<file path="src/ole_pkg.sv">
`timescale 1ns / 1ps
`default_nettype none
package ole_pkg;

  localparam int DEPTH_DEF = 64;
  localparam int VALUE_W   = 32;
  localparam int MODE_W    = 3;
  localparam int STATUS_W  = 2;
  localparam int COUNT_W   = 7;

  localparam logic [MODE_W-1:0] MODE_APPEND = 3'd0;
  localparam logic [MODE_W-1:0] MODE_POP    = 3'd1;
  localparam logic [MODE_W-1:0] MODE_DROP   = 3'd2;
  localparam logic [MODE_W-1:0] MODE_DELETE = 3'd3;
  localparam logic [MODE_W-1:0] MODE_FIND   = 3'd4;
  localparam logic [MODE_W-1:0] MODE_LENGTH = 3'd5;
  localparam logic [MODE_W-1:0] MODE_CLEAR  = 3'd6;

  localparam logic [STATUS_W-1:0] ST_OK       = 2'd0;
  localparam logic [STATUS_W-1:0] ST_EMPTY    = 2'd1;
  localparam logic [STATUS_W-1:0] ST_FULL     = 2'd2;
  localparam logic [STATUS_W-1:0] ST_NOTFOUND = 2'd3;

  typedef struct packed {
    logic [STATUS_W-1:0]       status;
    logic signed [VALUE_W-1:0] popped_value;
    logic [COUNT_W-1:0]        count;
  } res_t;

endpackage
`default_nettype wire

</file>
<file path="src/ole_mem.sv">
`timescale 1ns / 1ps
`default_nettype none
module ole_mem #(
  parameter int DEPTH = ole_pkg::DEPTH_DEF,
  parameter int AW    = $clog2(DEPTH)
) (
  input  wire logic                         clk,
  input  wire logic                         we,
  input  wire logic [AW-1:0]                waddr,
  input  wire logic [ole_pkg::VALUE_W-1:0]  wdata,
  input  wire logic [AW-1:0]                raddr,
  output logic      [ole_pkg::VALUE_W-1:0]  rdata
);
  import ole_pkg::*;

  logic [VALUE_W-1:0] mem [DEPTH];
  logic [VALUE_W-1:0] rdata_r;

  // Read-before-write on a shared address.
  always_ff @(posedge clk) begin
    if (we) begin
      mem[waddr] <= wdata;
    end
    rdata_r <= mem[raddr];
  end

  assign rdata = rdata_r;

endmodule
`default_nettype wire

</file>
<file path="src/ole_seq.sv">
`timescale 1ns / 1ps
`default_nettype none
module ole_seq #(
  parameter int DEPTH = ole_pkg::DEPTH_DEF,
  parameter int AW    = $clog2(DEPTH),
  parameter int CW    = $clog2(DEPTH + 1)
) (
  input  wire logic                         clk,
  input  wire logic                         rst_n,
  input  wire logic                         cmd_valid,
  input  wire logic [ole_pkg::MODE_W-1:0]   cmd_mode,
  input  wire logic [ole_pkg::VALUE_W-1:0]  cmd_value,
  input  wire logic                         out_busy,
  output logic                              idle,
  output logic                              res_valid,
  output ole_pkg::res_t                     res,
  output logic                              mem_we,
  output logic [AW-1:0]                     mem_waddr,
  output logic [ole_pkg::VALUE_W-1:0]       mem_wdata,
  output logic [AW-1:0]                     mem_raddr,
  input  wire logic [ole_pkg::VALUE_W-1:0]  mem_rdata
);
  import ole_pkg::*;

  typedef enum logic [1:0] {S_IDLE, S_POP, S_SCAN, S_SHIFT} state_t;

  state_t             state_r, state_nxt;
  logic [AW-1:0]      head_r, head_nxt;
  logic [CW-1:0]      count_r, count_nxt;
  logic [AW-1:0]      ptr_r, ptr_nxt;
  logic [AW-1:0]      wptr_r, wptr_nxt;
  logic [CW-1:0]      k_r, k_nxt;
  logic               find_r, find_nxt;
  logic [VALUE_W-1:0] value_r, value_nxt;

  logic [CW:0]             tail_sum;
  logic [CW:0]             tail_wrap;
  logic [AW-1:0]           tail;
  logic [CW-1:0]           k_inc;
  logic [CW-1:0]           count_dec;
  logic                    full;
  logic                    empty;
  logic                    hit;
  logic [COUNT_W+CW-1:0]   len_ext;
  logic [COUNT_W+CW-1:0]   pos_ext;

  function automatic logic [AW-1:0] wrap_inc(input logic [AW-1:0] p);
    if (p == AW'(DEPTH - 1)) begin
      return '0;
    end
    return p + 1'b1;
  endfunction

  // Tail slot: head plus length, folded back once into the ring.
  assign tail_sum  = {{(CW + 1 - AW){1'b0}}, head_r} + {1'b0, count_r};
  assign tail_wrap = tail_sum - (CW + 1)'(DEPTH);
  assign tail      = (tail_sum >= (CW + 1)'(DEPTH)) ? tail_wrap[AW-1:0] : tail_sum[AW-1:0];

  assign k_inc     = k_r + 1'b1;
  assign count_dec = count_r - 1'b1;
  assign full      = (count_r == CW'(DEPTH));
  assign empty     = (count_r == '0);
  assign hit       = (mem_rdata == value_r);
  assign len_ext   = {{COUNT_W{1'b0}}, count_r};
  assign pos_ext   = {{COUNT_W{1'b0}}, k_inc};

  assign idle      = (state_r == S_IDLE);
  // Address the next pointer so the registered read data matches ptr_r.
  assign mem_raddr = ptr_nxt;

  always_comb begin
    state_nxt = state_r;
    head_nxt  = head_r;
    count_nxt = count_r;
    ptr_nxt   = ptr_r;
    wptr_nxt  = wptr_r;
    k_nxt     = k_r;
    find_nxt  = find_r;
    value_nxt = value_r;
    mem_we    = 1'b0;
    mem_waddr = wptr_r;
    mem_wdata = mem_rdata;
    res_valid = 1'b0;
    res       = '0;
    unique case (state_r)
      S_IDLE: begin
        if (cmd_valid) begin
          value_nxt = cmd_value;
          unique case (cmd_mode) inside
            MODE_APPEND: begin
              res_valid = 1'b1;
              if (full) begin
                res.status = ST_FULL;
              end else begin
                mem_we    = 1'b1;
                mem_waddr = tail;
                mem_wdata = cmd_value;
                count_nxt = count_r + 1'b1;
              end
            end
            MODE_POP: begin
              if (empty) begin
                res_valid  = 1'b1;
                res.status = ST_EMPTY;
              end else begin
                ptr_nxt   = head_r;
                state_nxt = S_POP;
              end
            end
            MODE_DROP: begin
              res_valid = 1'b1;
              if (empty) begin
                res.status = ST_EMPTY;
              end else begin
                count_nxt = count_dec;
              end
            end
            MODE_DELETE, MODE_FIND: begin
              if (empty) begin
                res_valid  = 1'b1;
                res.status = ST_EMPTY;
              end else begin
                ptr_nxt   = head_r;
                k_nxt     = '0;
                find_nxt  = (cmd_mode == MODE_FIND);
                state_nxt = S_SCAN;
              end
            end
            MODE_LENGTH: begin
              res_valid = 1'b1;
              res.count = len_ext[COUNT_W-1:0];
            end
            MODE_CLEAR: begin
              res_valid = 1'b1;
              count_nxt = '0;
              head_nxt  = '0;
            end
            default: begin
              res_valid = 1'b1;
            end
          endcase
        end
      end
      S_POP: begin
        if (!out_busy) begin
          res_valid        = 1'b1;
          res.popped_value = mem_rdata;
          head_nxt         = wrap_inc(head_r);
          count_nxt        = count_dec;
          state_nxt        = S_IDLE;
        end
      end
      S_SCAN: begin
        if (hit) begin
          if (find_r) begin
            if (!out_busy) begin
              res_valid = 1'b1;
              res.count = pos_ext[COUNT_W-1:0];
              state_nxt = S_IDLE;
            end
          end else begin
            wptr_nxt  = ptr_r;
            ptr_nxt   = wrap_inc(ptr_r);
            state_nxt = S_SHIFT;
          end
        end else if (k_r == count_dec) begin
          if (!out_busy) begin
            res_valid  = 1'b1;
            res.status = ST_NOTFOUND;
            state_nxt  = S_IDLE;
          end
        end else begin
          k_nxt   = k_inc;
          ptr_nxt = wrap_inc(ptr_r);
        end
      end
      S_SHIFT: begin
        if (k_inc < count_r) begin
          // Pull the next entry down over the gap.
          mem_we   = 1'b1;
          wptr_nxt = ptr_r;
          ptr_nxt  = wrap_inc(ptr_r);
          k_nxt    = k_inc;
        end else if (!out_busy) begin
          res_valid = 1'b1;
          count_nxt = count_dec;
          state_nxt = S_IDLE;
        end
      end
      default: begin
        state_nxt = S_IDLE;
      end
    endcase
  end

  always_ff @(posedge clk) begin
    if (!rst_n) begin
      state_r <= S_IDLE;
      head_r  <= '0;
      count_r <= '0;
    end else begin
      state_r <= state_nxt;
      head_r  <= head_nxt;
      count_r <= count_nxt;
    end
    ptr_r   <= ptr_nxt;
    wptr_r  <= wptr_nxt;
    k_r     <= k_nxt;
    find_r  <= find_nxt;
    value_r <= value_nxt;
  end

endmodule
`default_nettype wire

</file>
<file path="src/ordered_list_engine.sv">
`timescale 1ns / 1ps
`default_nettype none
// Channel | Direction | tdata                              | tuser
// in_     | slave     | [31:0] value                       | [2:0] mode
// out_    | master    | [31:0] popped_value, [38:32] count | [1:0] status
//
// Append, drop, length, clear, the unused mode and every full or empty refusal put
// a word in the result register in the cycle after acceptance. Pop reads the head
// entry first, find scans from the head to a match or the end, and delete scans and
// then pulls later entries down: one memory read port and one comparator walk the
// list an entry per cycle. Reset clears head and length; the store is not swept and
// no entry is read before it is written. A stalled result holds the block in place.
module ordered_list_engine #(
  parameter int DEPTH = ole_pkg::DEPTH_DEF
) (
  input  wire logic        clk,
  input  wire logic        rst_n,
  input  wire logic        in_tvalid,
  output logic             in_tready,
  input  wire logic [31:0] in_tdata,   // [31:0] value
  input  wire logic [2:0]  in_tuser,   // [2:0] mode
  output logic             out_tvalid,
  input  wire logic        out_tready,
  output logic [39:0]      out_tdata,  // [31:0] popped_value, [38:32] count, [39] zero
  output logic [1:0]       out_tuser   // [1:0] status
);
  import ole_pkg::*;

  localparam int AW = $clog2(DEPTH);
  localparam int CW = $clog2(DEPTH + 1);

  logic               out_valid_r, out_valid_nxt;
  res_t               out_res_r;
  logic               out_busy;
  logic               seq_idle;
  logic               accept;
  logic               res_valid;
  res_t               res;
  logic               mem_we;
  logic [AW-1:0]      mem_waddr;
  logic [VALUE_W-1:0] mem_wdata;
  logic [AW-1:0]      mem_raddr;
  logic [VALUE_W-1:0] mem_rdata;

  // Hold the sequencer whenever a result word sits untaken.
  assign out_busy  = out_valid_r & ~out_tready;
  assign in_tready = seq_idle & ~out_busy;
  assign accept    = in_tvalid & in_tready;

  ole_seq #(
    .DEPTH (DEPTH),
    .AW    (AW),
    .CW    (CW)
  ) u_seq (
    .clk       (clk),
    .rst_n     (rst_n),
    .cmd_valid (accept),
    .cmd_mode  (in_tuser),
    .cmd_value (in_tdata),
    .out_busy  (out_busy),
    .idle      (seq_idle),
    .res_valid (res_valid),
    .res       (res),
    .mem_we    (mem_we),
    .mem_waddr (mem_waddr),
    .mem_wdata (mem_wdata),
    .mem_raddr (mem_raddr),
    .mem_rdata (mem_rdata)
  );

  ole_mem #(
    .DEPTH (DEPTH),
    .AW    (AW)
  ) u_mem (
    .clk   (clk),
    .we    (mem_we),
    .waddr (mem_waddr),
    .wdata (mem_wdata),
    .raddr (mem_raddr),
    .rdata (mem_rdata)
  );

  // Load on a new result, drop once taken.
  always_comb begin
    out_valid_nxt = out_valid_r;
    if (res_valid) begin
      out_valid_nxt = 1'b1;
    end else if (out_tready) begin
      out_valid_nxt = 1'b0;
    end
  end

  always_ff @(posedge clk) begin
    if (!rst_n) begin
      out_valid_r <= 1'b0;
    end else begin
      out_valid_r <= out_valid_nxt;
    end
    if (res_valid) begin
      out_res_r <= res;
    end
  end

  assign out_tvalid = out_valid_r;
  assign out_tdata  = {1'b0, out_res_r.count, out_res_r.popped_value};
  assign out_tuser  = out_res_r.status;

endmodule
`default_nettype wire

</file>
<file path="config.mk">
export PLATFORM = sky130hd
export DESIGN_NAME = ordered_list_engine
export DESIGN_NICKNAME = d
export VERILOG_FILES = /design/src/ole_pkg.sv /design/src/ole_mem.sv /design/src/ole_seq.sv /design/src/ordered_list_engine.sv
export SDC_FILE = /design/constraint.sdc
export NUM_CORES = 2
export LEC_CHECK = 0
export BUFFER_PORTS_ARGS = -buffer_cell sky130_fd_sc_hd__buf_4
export CORE_AREA = 3 3 442 444
export DETAILED_ROUTE_END_ITERATION = 8
export DIE_AREA = 0 0 445 447
export PLACE_DENSITY = 0.68
export SYNTH_ARGS = -nofsm -noshare
export SYNTH_HDL_FRONTEND = slang
export SYNTH_SLANG_ARGS = --single-unit
</file>
<file path="constraint.sdc">
create_clock -name clk -period 7.3 [get_ports clk]
set_input_delay 0.365 -clock clk [delete_from_list [all_inputs] [get_ports clk]]
set_output_delay 0.365 -clock clk [all_outputs]
set_load 0.03 [all_outputs]
</file>
Word level (Yosys, flattened, before mapping)
Memories as Yosys holds them, arrays and structs flattened. A register that Yosys moved wholly into a read port is not among the register bits.
Cells that the tools add are included.
Widths: inputs -> output; s select.

cells by class
  $add $sub $neg = 7
  magnitude comparators = 2
  eq/ne operators = 32
  multiplexer cells = 99
  bitwise operators = 7
  reductions and logical operators = 19

operators with widths
  kind                 number
  $mux 6               24
  $mux 32              4
  $mux 7               16
  $pmux 7 s3           3
  $eq 32x32->1         1
  $mux 1               29
  $mux 2               13
  $pmux 6 s2           2
  $pmux 6 s3           1
  $add 7x1->7 const B  2
  $pmux 7 s2           1
  $add 6x1->6 const B  2
  $eq 6x6->1 const B   2
  $ne 2x2->1 const B   6
  $ne 3x3->1 const B   4
  $pmux 2 s2           3
  $reduce_and 4->1     3
  $reduce_and 6->1     2
  $ne 2x1->1 const B   5
  $eq 3x3->1 const B   3
  $add 6x7->8          1
  $ge 8x7->1 const B   1
  $pmux 2 s4           1
  $eq 7x7->1           1
  24 further kinds     36

word-level totals
  register bits = 109
  memory bits (writable) = 2048
  input port bits = 39
  output and inout bits = 44
  logic and storage cells = 179
  memories kept = 1

memories
  name       depth  bits a word  read ports  clocked after memory_dff  wr ports  line           text
  u_mem.mem  64     32           1           1                         1         ole_mem.sv:16  logic [VALUE_W-1:0] mem [DEPTH];

Longest topological paths before layout
  word-level depth = 9
  depth in mapped cells = 24
  gate-level depth less buffers = 19

By module
A second synthesis with hierarchy kept.

unflattened totals
  cell total of the unflattened synthesis = 4164
  area total of the unflattened synthesis = 85370.6 µm²

modules (own cells, without submodules)
  module               times used  cells each  area each (µm²)  seq. area each (µm²)
  ole_mem              1           3511        79039.6          62139.6
  ole_seq              1           604         5029.8           1801.7
  ordered_list_engine  1           49          1301.2           1251.2

Worst setup path after synthesis
Ideal clock, no wire load.

  path kind = register to register
  from = register u_seq.count_r[1]
  to = register out_res_r (netlist bit out_tdata[0]) (enable)
  setup time = 0.504 ns
  arrival time = 5.697 ns
  required time = 6.796 ns
  path slack = 1.099 ns
  stages on the path, launching flop included = 14
  buffers on the path = 2
  clock period less this slack = 6.201 ns
  path through = dfxtp_1 -> clkbuf_1 -> inv_1 -> ha_1 -> or3b_1 -> clkbuf_1 -> or3_1 -> a211oi_2 -> and3_1 -> mux2_2 -> a21oi_1 -> nor2_1 -> nor3_1 -> a211oi_1

on the way
  word-level cells in the longest chain between the ends = 5
  elaborated cells between the ends (all ways) = 11

RTL lines
  item                                                   line                                            text
  from (decl)                                            ole_seq.sv:29                                   logic [CW-1:0] count_r, count_nxt;
  from (signal assigned)                                 ole_seq.sv:204                                  count_r <= count_nxt;
  $sub 7x1->7 / $logic_not 7->1 (equally long branches)  ole_seq.sv:60, ole_seq.sv:62
  $eq 7x7->1 / $mux 1 (equally long branches)            ole_seq.sv:166, ole_seq.sv:102, ole_seq.sv:119
  $mux 1, on equally long branches                       -
  $mux 1, on equally long branches                       ole_seq.sv:154, ole_seq.sv:87
  $pmux 1 s4 *                                           ole_seq.sv:85                                   unique case (state_r)
  to (signal assigned)                                   ordered_list_engine.sv:100                      out_res_r <= res;
  to (decl)                                              ordered_list_engine.sv:33                       res_t out_res_r;

Every way passes the cells marked *; elsewhere a longest branch is shown, timed or not.
A chain may end at the register's enable or synchronous reset.

Worst setup path after layout
  from = register u_seq.k_r[0]
  to = register u_mem.rdata_r[12] (netlist: u_mem.rdata[12]), read port of u_mem.mem

on the way
  word-level cells in the longest chain between the ends = 4
  elaborated cells between the ends (all ways) = 7

RTL lines
  item                    line            text
  from (decl)             ole_seq.sv:32   logic [CW-1:0] k_r, k_nxt;
  from (signal assigned)  ole_seq.sv:208  k_r <= k_nxt;
  $add 7x1->7             ole_seq.sv:59   assign k_inc = k_r + 1'b1;
  via u_seq.k_inc[6]      ole_seq.sv:39   logic [CW-1:0] k_inc;
  $lt 7x7->1              ole_seq.sv:178  if (k_inc < count_r) begin
  $mux 6                  ole_seq.sv:178
  $pmux 6 s3              ole_seq.sv:85
  to (decl)               ole_mem.sv:17   logic [VALUE_W-1:0] rdata_r;

The timed path passes the listed nets, and every way through them passes these cells.

==> impl_metrics.env <==
export IMPL_cellLeakagePower_nw=32.7
export IMPL_synthArstFlopShare=0
export IMPL_tns_ns=0
export IMPL_clock_fmax_mhz=168
export IMPL_synth_edf_count=2135
export IMPL_period_share=0.815
export IMPL_maxCapViolations=0
export IMPL_port_buffers=81
export IMPL_numCtsBuffers=201
export IMPL_synth_top_flop_cell="edfxtp_1"
export IMPL_h_tree_depth=4
export IMPL_slowest_stage="and2_4"
export IMPL_via_per_inst=6.11
export IMPL_postCtsResizedCells=0
export IMPL_yosys_warnings=0
export IMPL_die_y_um=447
export IMPL_setup_violations=0
export IMPL_grtUsageMet2=0.385
export IMPL_die_w_um=445
export IMPL_syn_mean_instance_area_sq_um=13.6
export IMPL_p_seq_frac=0.372
export IMPL_antenna_found_initial=4
export IMPL_path_max_fanout=50
export IMPL_cts_reportedPaths_clkPinSlew_ns=0.06
export IMPL_grt_overflow_total=0
export IMPL_slew_headroom=0.0960
export IMPL_yosysSeqAreaShare=0.758
export IMPL_drt_iter0_drc=8805
export IMPL_area_growth_pct=13.3
export IMPL_synth_area_sq_um=86000
export IMPL_worstSetupPathType="reg2reg"
export IMPL_ir_drop_mv=0.804
export IMPL_path_buf_inv=3
export IMPL_vias=56000
export IMPL_final_cell_mix="edfxtp_1, nand2_1, nand3_1, buf_4, nand4_1"
export IMPL_start_kind="flip-flop"
export IMPL_use_met1=0.352
export IMPL_cp_arrival_ns=6.67
export IMPL_p_clk_frac=0.237
export IMPL_ios=83
export IMPL_p_int_w=0.0265
export IMPL_switching_share=0.402
export IMPL_syn_num_nets=6394
export IMPL_core_area_sq_um=192000
export IMPL_grt_most_used_layer="met2"
export IMPL_wl_mm=256
export IMPL_syn_inst=6333
export IMPL_fill_cells=15800
export IMPL_synth_cell_types=74
export IMPL_hp_class="in2reg"
export IMPL_insertion_delay_ns=0.85
export IMPL_initial_utilization=0.448
export IMPL_crit_family="simple AND/OR/NAND/NOR gates"
export IMPL_hold_viol=0
export IMPL_grt_pass1_vias=53100
export IMPL_power_density_nw_per_um2=455
export IMPL_root_buffer="clkbuf_16"
export IMPL_clock_sinks=2189
export IMPL_firstDrtPassIters=6
export IMPL_num_rows=161
export IMPL_skew_ns=0.0326
export IMPL_grt_pass1_wl_mm=370
export IMPL_status="completed"
export IMPL_dp_hpwl_mm=142
export IMPL_hold_slack_ns=0.108
export IMPL_die_area_sq_um=199000
export IMPL_layout_commonest_cell="edfxtp_1"
export IMPL_grtUsageTotal=0.254
export IMPL_worstSetupEndpointType="flip-flop"
export IMPL_final_max_slew_viol_count=0
export IMPL_grt_max_degree=155
export IMPL_wl_per_cell_um=27.9
export IMPL_finalCriticalPeriod_ns=5.95
export IMPL_slowest_delay_ns=0.91
export IMPL_clockBufferDepth=3
export IMPL_drive_above_1_share=0.105
export IMPL_gp_congestion=0.899
export IMPL_ys_ff_latch=2189
export IMPL_met3_usage=0.0508
export IMPL_cts_tree="built"
export IMPL_p_switching_w=0.0178
export IMPL_rsz0062_at_grt="no"
export IMPL_antenna_left=0
export IMPL_nNetsFinal=6527
export IMPL_power_w=0.0444
export IMPL_power_frac_comb=0.391
export IMPL_crit_chain="ha_1 -> nand3_1 -> nor2_1 -> xnor2_1 -> inv_1 -> ha_1 -> and4_1 -> a21bo_2 -> and3_1 -> a21o_1 -> a221o_1 -> a32oi_2 -> and2_4 -> buf_4 -> buf_4 -> a31oi_1 -> nand4_1 -> o21ai_1 -> or4_1"
export IMPL_worst_pin_slew_ns=1.36
export IMPL_drc=0
export IMPL_worstPathRequired_ns=8.02
cell usage after synthesis (3+ instances only):
master	n	area [sq um]
edfxtp_1	2135	64100
nand2_1	1908	7160
nand3_1	576	2880
nand4_1	235	1470
buf_2	174	871
a31oi_1	169	1060
mux2i_1	156	1560
clkbuf_1	149	559
a32oi_1	121	1060
nor2_1	105	394
a21oi_1	88	440
and3_1	62	388
dfxtp_1	54	1080
xnor2_1	45	394
buf_1	33	124
o21ai_0	32	160
inv_1	25	93.8
buf_4	23	173
ha_1	21	263
o22ai_1	19	119
nor3_1	17	85.1
a211o_1	14	123
a32o_1	13	130
nor2b_1	13	81.3
and4_1	11	96.3
xor2_1	11	96.3
o41ai_1	10	87.6
a21o_1	8	60.1
nand2b_1	8	50.1
or4_1	8	60.1
o21ai_1	7	35.0
o31a_1	6	52.6
and2_1	5	31.3
or2_2	5	31.3
or3_1	5	31.3
a22oi_1	4	30.0
o21a_1	4	30.0
nand4b_1	3	26.3
o31ai_1	3	22.5
o32ai_1	3	26.3
path summary, 6_finish.rpt:
path                                                    start                            end  slack (ns)  cells after the start
worst min-delay path                              in_tuser[0]         u_seq.find_r$_DFFE_PP_        0.11                      4
worst min register to register  u_seq.state_r[1]$_SDFFE_PN0P_  u_seq.state_r[1]$_SDFFE_PN0P_        0.57                      2
worst max register to register     u_seq.k_r[0]$_SDFFCE_PP0P_        u_mem.rdata[12]$_DFF_P_        1.35                     19
worst max-delay path               u_seq.k_r[0]$_SDFFCE_PP0P_        u_mem.rdata[12]$_DFF_P_        1.35                     19
logic make-up after synthesis:
| kind of cell | after synthesis | share of synthesized area |
|---|---|---|
| xor+xnor | 57 | 0.00597 |
| fa+ha+maj | 22 | 0.00329 |
| other cells | 1 | 0.0000436 |
| compound gates | 526 | 0.0427 |
| simple gates | 2972 | 0.150 |
| mux | 158 | 0.0184 |
| buf+inv | 408 | 0.0214 |
| flops | 2189 | 0.758 |
worst reg2reg max path, delay by kind of cell (launching register included):
kind | cells | cell delay [ns]
xor+xnor | 1 | 0.26
fa+ha+maj | 2 | 0.61
simple gates | 7 | 2.31
flops | 1 | 0.46
compound gates | 6 | 1.44
buf+inv | 3 | 0.75
area by class of cell:
type	instances	area, sq um	share of cell area
clock buffer	278	5590	0.0573
antenna	2	5.00	0.0000514
sequential	2189	65200	0.669
timing repair buffer	310	2800	0.0288
inverter	28	113	0.00116
clock inverter	103	975	0.0100
multi-input combinational	3736	19600	0.201
tap	2526	3160	0.0324
flip-flops by register name, indices dropped and copies added, names as in the netlist, 2 cells and up:
signal         flops
u_seq.state_r      2
u_seq.wptr_r       6
u_mem.mem       2048
out_tuser          2
u_seq.count_r      7
u_seq.head_r       6
u_mem.rdata       32
u_seq.value_r     32
out_tdata         39
u_seq.k_r          7
u_seq.ptr_r        6
layer usage:
metal | wire [um] | part of all wire
met5 | 17 | 0.000066
met3 | 30100 | 0.12
met1 | 97200 | 0.38
met4 | 13500 | 0.053
met2 | 115000 | 0.45
stage by stage:
stage                util  setup WS (ns)  cell area (sq um)  cells
finish              0.508           1.35              97400   9172
global route        0.508           1.15              97400   9170
CTS                 0.508           1.43              97400   9170
detailed placement  0.472           1.46              90500   8754
global placement    0.472           1.49              90500   8754
floorplan               -           1.10              86000   6333
power by group through the flow:
stage | clock network (W) | registers [W] | logic (W)
finish | 0.0105 | 0.0165 | 0.0173
floorplan | 0 | 0.0168 | 0.0111
CTS | 0.0106 | 0.0165 | 0.0171
detailed placement | 0 | 0.0168 | 0.0170
global route | 0.0111 | 0.0165 | 0.0186
global placement | 0 | 0.0168 | 0.0168
timing repair:
action,in CTS,in global routing
buffers inserted,0,0
hold buffers,35,0
hold endpoints to repair,50,0
No activity file was read; power rests on OpenSTA's default activity.
